$ cat src/hdl/pidpd_pkg.sv
package pidpd_pkg;

	localparam int FRAC_BITS = 16;

	localparam int IN_W = 16;
	localparam int ERR_W = IN_W + 1;
	localparam int GAIN_W = 24;
	localparam int LIMIT_W = 16;
	localparam int THRESH_W = 17;
	localparam int DRIVE_W = ERR_W + FRAC_BITS;

	localparam int OPND_W = ERR_W + 2;
	localparam int MUL_W = GAIN_W + OPND_W;
	localparam int SUM_W = 48;

	localparam int KI_SCALE = 1000;
	localparam logic [GAIN_W-1:0] KI_MIN =
		GAIN_W'(((64'd1 << FRAC_BITS) + 64'(KI_SCALE) - 64'd1) / 64'(KI_SCALE));

	localparam int DIV_N = 100;
	localparam int DIV_HALF = DIV_N / 2;
	localparam int Y_W = GAIN_W + IN_W - 1;
	localparam int Y_LO_W = 20;
	localparam int Y_HI_W = Y_W - Y_LO_W;
	localparam int DIV_SHIFT = Y_W;
	localparam int RECIP_W = 33;
	localparam logic [RECIP_W-1:0] DIV_RECIP = RECIP_W'((64'd1 << DIV_SHIFT) / 64'(DIV_N));
	localparam int FULL_W = Y_W + RECIP_W;
	localparam int Q_W = FULL_W - DIV_SHIFT;
	localparam int R_W = Y_W + 1;

	localparam int QUEUE_DEPTH = 2;

	localparam int CFG_IDX_W = 3;
	localparam int CFG_DATA_W = 24;

	typedef enum logic [CFG_IDX_W-1:0] {
		REG_MODE,
		REG_GAIN_P,
		REG_GAIN_I,
		REG_GAIN_D,
		REG_OUTPUT_LIMIT,
		REG_INTEGRAL_LIMIT,
		REG_ERROR_CEILING,
		REG_DEAD_ZONE
	} reg_idx_t;

	typedef struct packed {
		logic                     func;
		logic signed [IN_W-1:0]   measured;
		logic signed [IN_W-1:0]   target;
		logic signed [IN_W-1:0]   gyro_rate;
	} item_t;

	typedef struct packed {
		logic signed [DRIVE_W-1:0] drive;
		logic                      gated;
	} result_t;

	typedef struct packed {
		logic                     mode;
		logic signed [GAIN_W-1:0] gain_p;
		logic signed [GAIN_W-1:0] gain_i;
		logic signed [GAIN_W-1:0] gain_d;
		logic [LIMIT_W-1:0]       output_limit;
		logic [LIMIT_W-1:0]       integ_limit;
		logic [THRESH_W-1:0]      error_ceiling;
		logic [THRESH_W-1:0]      dead_zone;
	} cfg_t;

	typedef struct packed {
		logic                    func;
		logic                    gated;
		logic signed [ERR_W-1:0] err;
		logic signed [IN_W-1:0]  gyro_rate;
	} cmd_t;

	typedef struct packed {
		logic full;
		logic empty;
	} queue_status_t;

	function automatic logic signed [SUM_W-1:0] widen_mul(input logic signed [MUL_W-1:0] v);
		return {{(SUM_W-MUL_W){v[MUL_W-1]}}, v};
	endfunction

	function automatic logic signed [SUM_W-1:0] widen_acc(input logic signed [DRIVE_W-1:0] v);
		return {{(SUM_W-DRIVE_W){v[DRIVE_W-1]}}, v};
	endfunction

	function automatic logic signed [SUM_W-1:0] clamp_sym(input logic signed [SUM_W-1:0] value,
			input logic [LIMIT_W-1:0] limit);
		logic signed [SUM_W-1:0] hi;
		hi = $signed({{(SUM_W-LIMIT_W-FRAC_BITS){1'b0}}, limit, {FRAC_BITS{1'b0}}});
		if (value > hi) begin
			return hi;
		end else if (value < -hi) begin
			return -hi;
		end
		return value;
	endfunction

endpackage

$ cat src/hdl/pidpd_front.sv
module pidpd_front
	import pidpd_pkg::*;
(
	input  cfg_t          cfg,
	input  logic          item_valid,
	output logic          item_stall,
	input  item_t         item,
	input  queue_status_t q_status,
	output logic          push,
	output cmd_t          cmd
);

	logic signed [ERR_W-1:0] err;
	logic [ERR_W-1:0]        err_mag;
	logic                    over_ceiling;
	logic                    in_dead_zone;

	assign err = {item.target[IN_W-1], item.target} - {item.measured[IN_W-1], item.measured};
	assign err_mag = err[ERR_W-1] ? (~err + 1'b1) : err;

	assign over_ceiling = (cfg.error_ceiling != '0) && (err_mag > cfg.error_ceiling);
	assign in_dead_zone = (cfg.dead_zone != '0) && (err_mag < cfg.dead_zone);

	assign item_stall = q_status.full;
	assign push = item_valid && !q_status.full;

	always_comb begin
		cmd.func = item.func;
		cmd.gated = !item.func && (over_ceiling || in_dead_zone);
		cmd.err = err;
		cmd.gyro_rate = item.gyro_rate;
	end

endmodule

$ cat config.mk
export PLATFORM = sky130hd
export DESIGN_NAME = pidpd_front
export DESIGN_NICKNAME = d
export VERILOG_FILES = /design/src/hdl/pidpd_pkg.sv /design/src/hdl/pidpd_front.sv
export SDC_FILE = /design/constraint.sdc
export NUM_CORES = 1
export LEC_CHECK = 0
export BUFFER_PORTS_ARGS = -buffer_cell sky130_fd_sc_hd__buf_2
export CORE_AREA = 2 2 89 91
export DETAILED_ROUTE_END_ITERATION = 8
export DIE_AREA = 0 0 91 93
export PLACE_DENSITY = 0.75
export SYNTH_ARGS = -nofsm -noshare
export SYNTH_HDL_FRONTEND = slang
export SYNTH_SLANG_ARGS = --single-unit
$ cat constraint.sdc
create_clock -name vclk -period 7.2
set_input_delay 1.44 -clock vclk [all_inputs]
set_output_delay 1.44 -clock vclk [all_outputs]
set_load 0.02 [all_outputs]
==> results.md <==
- Mapped Cells: 320
- Final Setup Violations: 0
- Yosys cell types: 57
- Final HPWL DP: 5900 um
- Final hold vios: 0
- Synth warnings: 0
- Pre-antenna DRT Iters: 4
- Via count: 2486
- Vias per inst: 4.97
- GR Util met2: 26.4%
- WL final: 6510 um
- Share of the synthesized area in the top cell type: 27.1%
- Met1 GRT Util: 18.5%
- Sequential element share of the synthesized area: 0%
- HP Class: input pin to primary output
- Vias in the first global route: 2387
- Commonest non-fill, non-tap cell in the layout: buf_2
- Top delay family on crit path: compound AO/OA/AOI/OAI gates
- CP Data Arrival Time: 5.47 ns
- Die H: 93 um
- Grt peak-use layer: met2
- Cts hold-fix bufs: 0
- DP Cell Count: 499
- Rows: 32
- Non-filler instance count after layout: 500
- Full die area: 8460 sq um
- Count of clock buffers in the final design: 0
- Post-layout minimum cycle time: 6.91 ns
- Area grow syn2layout: 23.1%
- Slew Limit Fails: 0
- IO Port Bufs: 90
- Total global-route track usage: 14.3%
- IO Pins: 228
- Slowest-stage cell, CP: a311oi_2
- Worst-Margin Slew: 0.694 ns
- Startpoint Class: input pin
- Max-cap violations: 0
- Fmax: 145 MHz
- Largest net degree at the start of global routing: 16
- Filler instances: 848
- Setup Crit Path Kind: input pin to primary output
- Ant. Diodes: 0
- Global-route wire length before repair: 10300 um
- Antenna violations before repair: 0
- Outcome: completed
- Leak: 1.61 nW
- NumNets Final: 642
- CP max stage delay: 0.53 ns
- Number of routed nets with antenna violations: 0
- Residual DRC: 0
- Pwr Density: 137 nW/um^2
- Area leader, netlist: ha_1
- Starting Density: 30.7%
- Crit path cell chain: buf_2 -> inv_1 -> ha_1 -> nor2b_1 -> o2111ai_1 -> a31oi_1 -> nor2_2 -> a311oi_2 -> nor2_1 -> a31oi_1 -> xor2_1 -> ha_1 -> a21o_1 -> a21o_1 -> a21oi_1 -> o21ai_0 -> a211o_1 -> o211ai_1 -> a21oi_1 -> buf_2
- CP max FO: 5
- Reg area: 0 sq um
- Total Power: 0.389 mW
- Req. time, crit path: 5.76 ns
- Share of cells above drive strength 1: 30.7%
- Crit. Startpoint: item[33]
- Rel. slew slack: 53.4%
- Most frequent cells in the layout: 90 x buf_2, 55 x inv_1, 50 x ha_1
- Final period utilization: 96.0%
- Final TNS setup: 0 ns
- Crit end category: primary output
- Synth Area per Inst: 7.21 sq um
- Syn nets: 562
- GR Overflow Total: 0
- Worst VDD drop: 0.0637 mV
- Number of sequential cells: 0
- Routed len/inst: 13.0 um
- Critical path buffers and inverters: 3
- Core footprint: 7530 sq um
- Ranking of synthesized cells by area: ha_1 27%, inv_1 8.9%, buf_4 5.9%, xor2_1 5.3%, nor2_1 4.6%
- Hold_sp: item[0]
- Synthesized area: 2310 sq um
- Horiz. Die Dim: 91 um
- Placer Congestion: 0.873
- Met3 global-route usage: 2.01%
- Initial DRC Count: 33
per-layer routing:
metal  up-vias  routed length (um)
met1      1100                3040
met3         6                 467
li1       1287                   -
met4         0                  30
met2        93                2970
met5         -                   0
final timing paths:
kind                   to  cells after the start
hold / removal     cmd[0]                      0
setup / recovery  cmd[33]                     20
power by group:
part,total [mW],switching [mW],internal (mW)
clock network,0,0,0
logic,0.389,0.226,0.163
registers,0,0,0
metrics by stage:
stage | setup WS [ns] | utilization (%) | hold slack [ns] | cell area (sq um)
final | 0.286 | 37.8 | 2.88 | 2840
after global routing | -0.0119 | 37.8 | 2.88 | 2840
after CTS | 0.175 | 37.0 | 2.88 | 2790
after detailed placement | 0.177 | 37.0 | 2.88 | 2790
after global placement | 0.178 | 37.0 | 2.88 | 2790
after floorplan | 0.258 | - | 2.96 | 2310
synth_stat cells (2+ instances only):
library cell and count:
a211o_1 3, a211oi_1 3, a21boi_0 2, a21o_1 12
a21oi_1 17, a21oi_2 3, a311oi_2 2, a31oi_1 8
and2_1 4, and3_1 3, buf_4 18, ha_1 50
inv_1 55, nand2_1 9, nand2b_1 4, nand3_1 3
nand4_1 6, nor2_1 28, nor2_2 2, nor2b_1 4
nor3_1 3, nor4_1 9, nor4_2 2, o2111ai_1 3
o211ai_1 5, o21a_1 4, o21ai_0 8, o21ai_1 3
xnor2_1 6, xor2_1 14
cell type report:
| type | count | area [sq um] | area share [%] |
|---|---|---|---|
| Multi-Input combinational cell | 244 | 1990 | 70.0 |
| Timing Repair Buffer | 98 | 514 | 18.1 |
| Tap cell | 102 | 128 | 4.49 |
| Inverter | 56 | 210 | 7.39 |
repair_timing:
| action | CTS | global route |
|---|---|---|
| setup endpoints to repair | 0 | 1 |
| resized for setup | 0 | 10 |
| buffers inserted | 0 | 1 |
kinds of logic after synthesis:
kind of cell / share of synthesized area, %
AND/OR/NAND/NOR: 22.0
buffers and inverters: 15.7
adder cells (fa/ha/maj): 28.0
XOR/XNOR: 9.00
AO/OA/AOI/OAI: 25.4
Note: power is estimated with default switching activity, not from simulation.
