$ cat src/hdl/pidpd_pkg.sv
package pidpd_pkg;

	localparam int FRAC_BITS = 16;

	localparam int IN_W = 16;
	localparam int ERR_W = IN_W + 1;
	localparam int GAIN_W = 24;
	localparam int LIMIT_W = 16;
	localparam int THRESH_W = 17;
	localparam int DRIVE_W = ERR_W + FRAC_BITS;

	localparam int OPND_W = ERR_W + 2;
	localparam int MUL_W = GAIN_W + OPND_W;
	localparam int SUM_W = 48;

	localparam int KI_SCALE = 1000;
	localparam logic [GAIN_W-1:0] KI_MIN =
		GAIN_W'(((64'd1 << FRAC_BITS) + 64'(KI_SCALE) - 64'd1) / 64'(KI_SCALE));

	localparam int DIV_N = 100;
	localparam int DIV_HALF = DIV_N / 2;
	localparam int Y_W = GAIN_W + IN_W - 1;
	localparam int Y_LO_W = 20;
	localparam int Y_HI_W = Y_W - Y_LO_W;
	localparam int DIV_SHIFT = Y_W;
	localparam int RECIP_W = 33;
	localparam logic [RECIP_W-1:0] DIV_RECIP = RECIP_W'((64'd1 << DIV_SHIFT) / 64'(DIV_N));
	localparam int FULL_W = Y_W + RECIP_W;
	localparam int Q_W = FULL_W - DIV_SHIFT;
	localparam int R_W = Y_W + 1;

	localparam int QUEUE_DEPTH = 2;

	localparam int CFG_IDX_W = 3;
	localparam int CFG_DATA_W = 24;

	typedef enum logic [CFG_IDX_W-1:0] {
		REG_MODE,
		REG_GAIN_P,
		REG_GAIN_I,
		REG_GAIN_D,
		REG_OUTPUT_LIMIT,
		REG_INTEGRAL_LIMIT,
		REG_ERROR_CEILING,
		REG_DEAD_ZONE
	} reg_idx_t;

	typedef struct packed {
		logic                     func;
		logic signed [IN_W-1:0]   measured;
		logic signed [IN_W-1:0]   target;
		logic signed [IN_W-1:0]   gyro_rate;
	} item_t;

	typedef struct packed {
		logic signed [DRIVE_W-1:0] drive;
		logic                      gated;
	} result_t;

	typedef struct packed {
		logic                     mode;
		logic signed [GAIN_W-1:0] gain_p;
		logic signed [GAIN_W-1:0] gain_i;
		logic signed [GAIN_W-1:0] gain_d;
		logic [LIMIT_W-1:0]       output_limit;
		logic [LIMIT_W-1:0]       integ_limit;
		logic [THRESH_W-1:0]      error_ceiling;
		logic [THRESH_W-1:0]      dead_zone;
	} cfg_t;

	typedef struct packed {
		logic                    func;
		logic                    gated;
		logic signed [ERR_W-1:0] err;
		logic signed [IN_W-1:0]  gyro_rate;
	} cmd_t;

	typedef struct packed {
		logic full;
		logic empty;
	} queue_status_t;

	function automatic logic signed [SUM_W-1:0] widen_mul(input logic signed [MUL_W-1:0] v);
		return {{(SUM_W-MUL_W){v[MUL_W-1]}}, v};
	endfunction

	function automatic logic signed [SUM_W-1:0] widen_acc(input logic signed [DRIVE_W-1:0] v);
		return {{(SUM_W-DRIVE_W){v[DRIVE_W-1]}}, v};
	endfunction

	function automatic logic signed [SUM_W-1:0] clamp_sym(input logic signed [SUM_W-1:0] value,
			input logic [LIMIT_W-1:0] limit);
		logic signed [SUM_W-1:0] hi;
		hi = $signed({{(SUM_W-LIMIT_W-FRAC_BITS){1'b0}}, limit, {FRAC_BITS{1'b0}}});
		if (value > hi) begin
			return hi;
		end else if (value < -hi) begin
			return -hi;
		end
		return value;
	endfunction

endpackage

$ cat src/hdl/pidpd_queue.sv
module pidpd_queue
	import pidpd_pkg::*;
(
	input  logic          clk,
	input  logic          arst_n,
	input  logic          push,
	input  cmd_t          push_cmd,
	input  logic          pop,
	output cmd_t          head,
	output queue_status_t q_status
);

	localparam int PTR_W = (QUEUE_DEPTH > 1) ? $clog2(QUEUE_DEPTH) : 1;
	localparam int CNT_W = $clog2(QUEUE_DEPTH + 1);

	cmd_t             entry_q [QUEUE_DEPTH];
	logic [PTR_W-1:0] wr_ptr_q;
	logic [PTR_W-1:0] rd_ptr_q;
	logic [CNT_W-1:0] count_q;

	always_ff @(posedge clk or negedge arst_n) begin
		if (!arst_n) begin
			wr_ptr_q <= '0;
			rd_ptr_q <= '0;
			count_q <= '0;
		end else begin
			if (push) begin
				wr_ptr_q <= (wr_ptr_q == PTR_W'(QUEUE_DEPTH - 1)) ? '0 : wr_ptr_q + 1'b1;
			end
			if (pop) begin
				rd_ptr_q <= (rd_ptr_q == PTR_W'(QUEUE_DEPTH - 1)) ? '0 : rd_ptr_q + 1'b1;
			end
			count_q <= count_q + CNT_W'(push) - CNT_W'(pop);
		end
	end

	always_ff @(posedge clk) begin
		if (push) begin
			entry_q[wr_ptr_q] <= push_cmd;
		end
	end

	assign head = entry_q[rd_ptr_q];
	assign q_status.full = (count_q == CNT_W'(QUEUE_DEPTH));
	assign q_status.empty = (count_q == '0);

endmodule

$ cat config.mk
export PLATFORM = sky130hd
export DESIGN_NAME = pidpd_queue
export DESIGN_NICKNAME = d
export VERILOG_FILES = /design/src/hdl/pidpd_pkg.sv /design/src/hdl/pidpd_queue.sv
export SDC_FILE = /design/constraint.sdc
export NUM_CORES = 1
export LEC_CHECK = 0
export ABC_CLOCK_PERIOD_IN_PS = 2700
export BUFFER_PORTS_ARGS = -buffer_cell sky130_fd_sc_hd__buf_2
export CAP_MARGIN = 20
export CORE_MARGIN = 2
export CORE_UTILIZATION = 47
export CTS_CLUSTER_DIAMETER = 50
export DETAILED_ROUTE_END_ITERATION = 8
export PLACE_DENSITY = 0.75
export SYNTH_ARGS = -nofsm -noshare
export SYNTH_HDL_FRONTEND = slang
export SYNTH_SLANG_ARGS = --single-unit
export TNS_END_PERCENT = 50
$ cat constraint.sdc
create_clock -name clk -period 2.7 [get_ports clk]
set_clock_uncertainty 0.15 [all_clocks]
set_input_delay 0.135 -clock clk [delete_from_list [all_inputs] [get_ports clk]]
set_output_delay 0.135 -clock clk [all_outputs]
set_load 0.02 [all_outputs]
==> impl_metrics.tcl <==
set metrics [dict create \
    setup_viol 0 \
    buffer_ports.inserted 75 \
    crit_slowest_cell "mux2_2" \
    yosysWarnings 0 \
    cts.clk_slew.worst_paths_ps 60 \
    drtIter0Drc 73 \
    syn_nets 165 \
    cts_resized 0 \
    status "finished, final reports clean" \
    die_h_um 82.2 \
    finalSetupTns_ps 0 \
    finalPower_w 0.00364 \
    synth_seq_cells 74 \
    synth_mux_area_share_pct 17.5 \
    cts.sinks 74 \
    cts-buffers-inserted 9 \
    synth_top_family_by_area "multiplexers" \
    vdd_ir_drop_max_uv 664 \
    final_common_cell "buf_2" \
    post_drt_wl_per_cell_um 14.4 \
    hold_path_class "input pin to flip-flop" \
    critPathKind "flip-flop to output pin" \
    core_sq_um 5920 \
    firstDrtPassIters 2 \
    final_area_sq_um 3850 \
    synthCells 124 \
    grt_max_degree 24 \
    grt-ovfl-total 0 \
    cap_viol_max_count 0 \
    vias 1498 \
    drt-total-wl_um 4700 \
    slew_headroom_pct 71.2 \
    finalCritPeriodShare_pct 67.2 \
    critPathLaunchType "flip-flop" \
    place_area_sq_um 3320 \
    synth_cell_types 13 \
    worstMarginPinSlew_ps 431 \
    track_usage_pct 14.5 \
    path_cells "buf_4, mux2_2, buf_2" \
    arrival_ps 1530 \
    slew_viol_final 0 \
    post_drt_via_cell_ratio 4.60 \
    critPathMaxFanout 19 \
    first_global_vias 1506 \
    r2r_slack_ps 1020 \
    cts_htree_levels 3 \
    rsz0062_at_grt "false" \
    antenna_found_initial 0 \
    die_area_sq_um 6750 \
    synth_area_sq_um 2870 \
    synth_top_cell_by_area "edfxtp_1" \
    leakagePower_nw 1.58 \
    drive_above_1_share_pct 50.2 \
    final_cell_mix "75 x buf_2, 70 x edfxtp_1, 39 x dlygate4sd3_1" \
    initial_core_util_pct 48.5 \
    clk_latency_ps 320 \
    hold_viol_final 0 \
    die_w_um 82.2 \
    row_count 28 \
    synth_fa_ha_area_share_pct 0.871 \
    ant_nets 0 \
    syn_avg_cell_area_sq_um 23.2 \
    clock.fmax_ghz 0.552 \
    antenna_cells 0 \
    synth_top_area_share_pct 73.2 \
    synth_compound_area_share_pct 0 \
    ioPinCount 76 \
    synth-xor-area-share_pct 1.44 \
    p_per_area_nw_per_um2 944 \
    post-dp-hpwl_um 2960 \
    seq_area_frac_synth_pct 76.7 \
    crit_required_ps 2410 \
    clock_path_buffers 2 \
    drc 0 \
    critPathCaptureType "output pin" \
    synth_area_leaders "edfxtp_1 73%, mux2_4 15%, dfrtp_1 3.5%" \
    whs_ps 380 \
    num-nets-final 290 \
    max_stage_delay_ps 370 \
    fin_crit_ps 1810 \
    grt_pass1_wl_um 6980 \
    cts_tree "yes" \
    synth-simple-area-share_pct 0.784 \
    gp_congestion 0.706 \
    syn_to_final_growth_pct 34.1 \
    cts_root_buf "clkbuf_8" \
]
## Yosys cell counts
master,number
ha_1,2
buf_6,1
mux2_2,6
inv_1,2
xor2_1,2
mux2_4,29
nor2_1,1
buf_12,3
dfrtp_1,4
nor2b_1,2
and2_1,1
edfxtp_1,70
xor3_1,1
## through the flow
step / setup WS [ps] / instances / util (%)
finish: 887 / 326 / 65.1
global route: 814 / 326 / 65.1
floorplan: 145 / 124 / -
detailed placement: 1030 / 274 / 56.1
CTS: 848 / 326 / 65.1
global placement: 1050 / 274 / 56.1
## logic make-up after synthesis
| kind of cell | after synthesis |
|---|---|
| buffers and inverters | 6 |
| DFF | 74 |
| muxes | 35 |
| and+or+nand+nor | 4 |
| xor gates and xnor gates | 3 |
| adders and majority gates | 2 |
## path summary, 6_finish.rpt
| check | from | end | cells past startpoint |
|---|---|---|---|
| worst max register to register | wr_ptr_q | entry_q[1][17] | 2 |
| max in group asynchronous | arst_n | rd_ptr_q | 3 |
| min in group asynchronous | arst_n | wr_ptr_q | 3 |
| worst max-delay path | rd_ptr_q | head[27] | 3 |
| worst min-delay path | push_cmd[5] | entry_q[1][5] | 2 |
| worst min register to register | wr_ptr_q | wr_ptr_q | 1 |
## critical path: cells and delay by family, from the launching register on
family	cells	cell delay, ps
buffers and inverters	2	470
multiplexers	1	370
flip-flops	1	360
## registers in the layout (all words and copies together), names as in the netlist
| signal | cells |
|---|---|
| count_q | 2 |
| entry_q | 70 |
| rd_ptr_q | 1 |
| wr_ptr_q | 1 |
## area by class of cell
type / count / area, sq um
clock inverter: 2 / 7.51
tap: 75 / 93.8
inverter: 2 / 7.51
multi-input combinational: 44 / 601
sequential: 74 / 2200
timing repair buffer: 118 / 808
fill: 423 / 2070
clock buffer: 11 / 131
## repair_timing
action	4_1_cts	5_1_grt
hold buffers	39	0
buffers inserted	0	0
endpoints found under the hold margin	77	0
## routing by layer
layer / share of wire, % / vias to the layer above / global-route usage, % / wire, um
li1: - / 725 / - / -
met5: 0 / - / 0 / 0
met2: 53 / 47 / 24.1 / 2490
met4: 2.1 / 0 / 10.0 / 100
met3: 4.2 / 8 / 2.83 / 198
met1: 41 / 718 / 16.9 / 1920
## power breakdown
part,leakage [nW],total [W],switching (W),internal [W]
clock network,0.0702,0.000643,0.000330,0.000313
registers,0.703,0.00160,0.0000711,0.00153
logic,0.809,0.00139,0.000741,0.000653
total,1.58,0.00364,0.00114,0.00250
No activity file was read; power rests on OpenSTA's default activity.
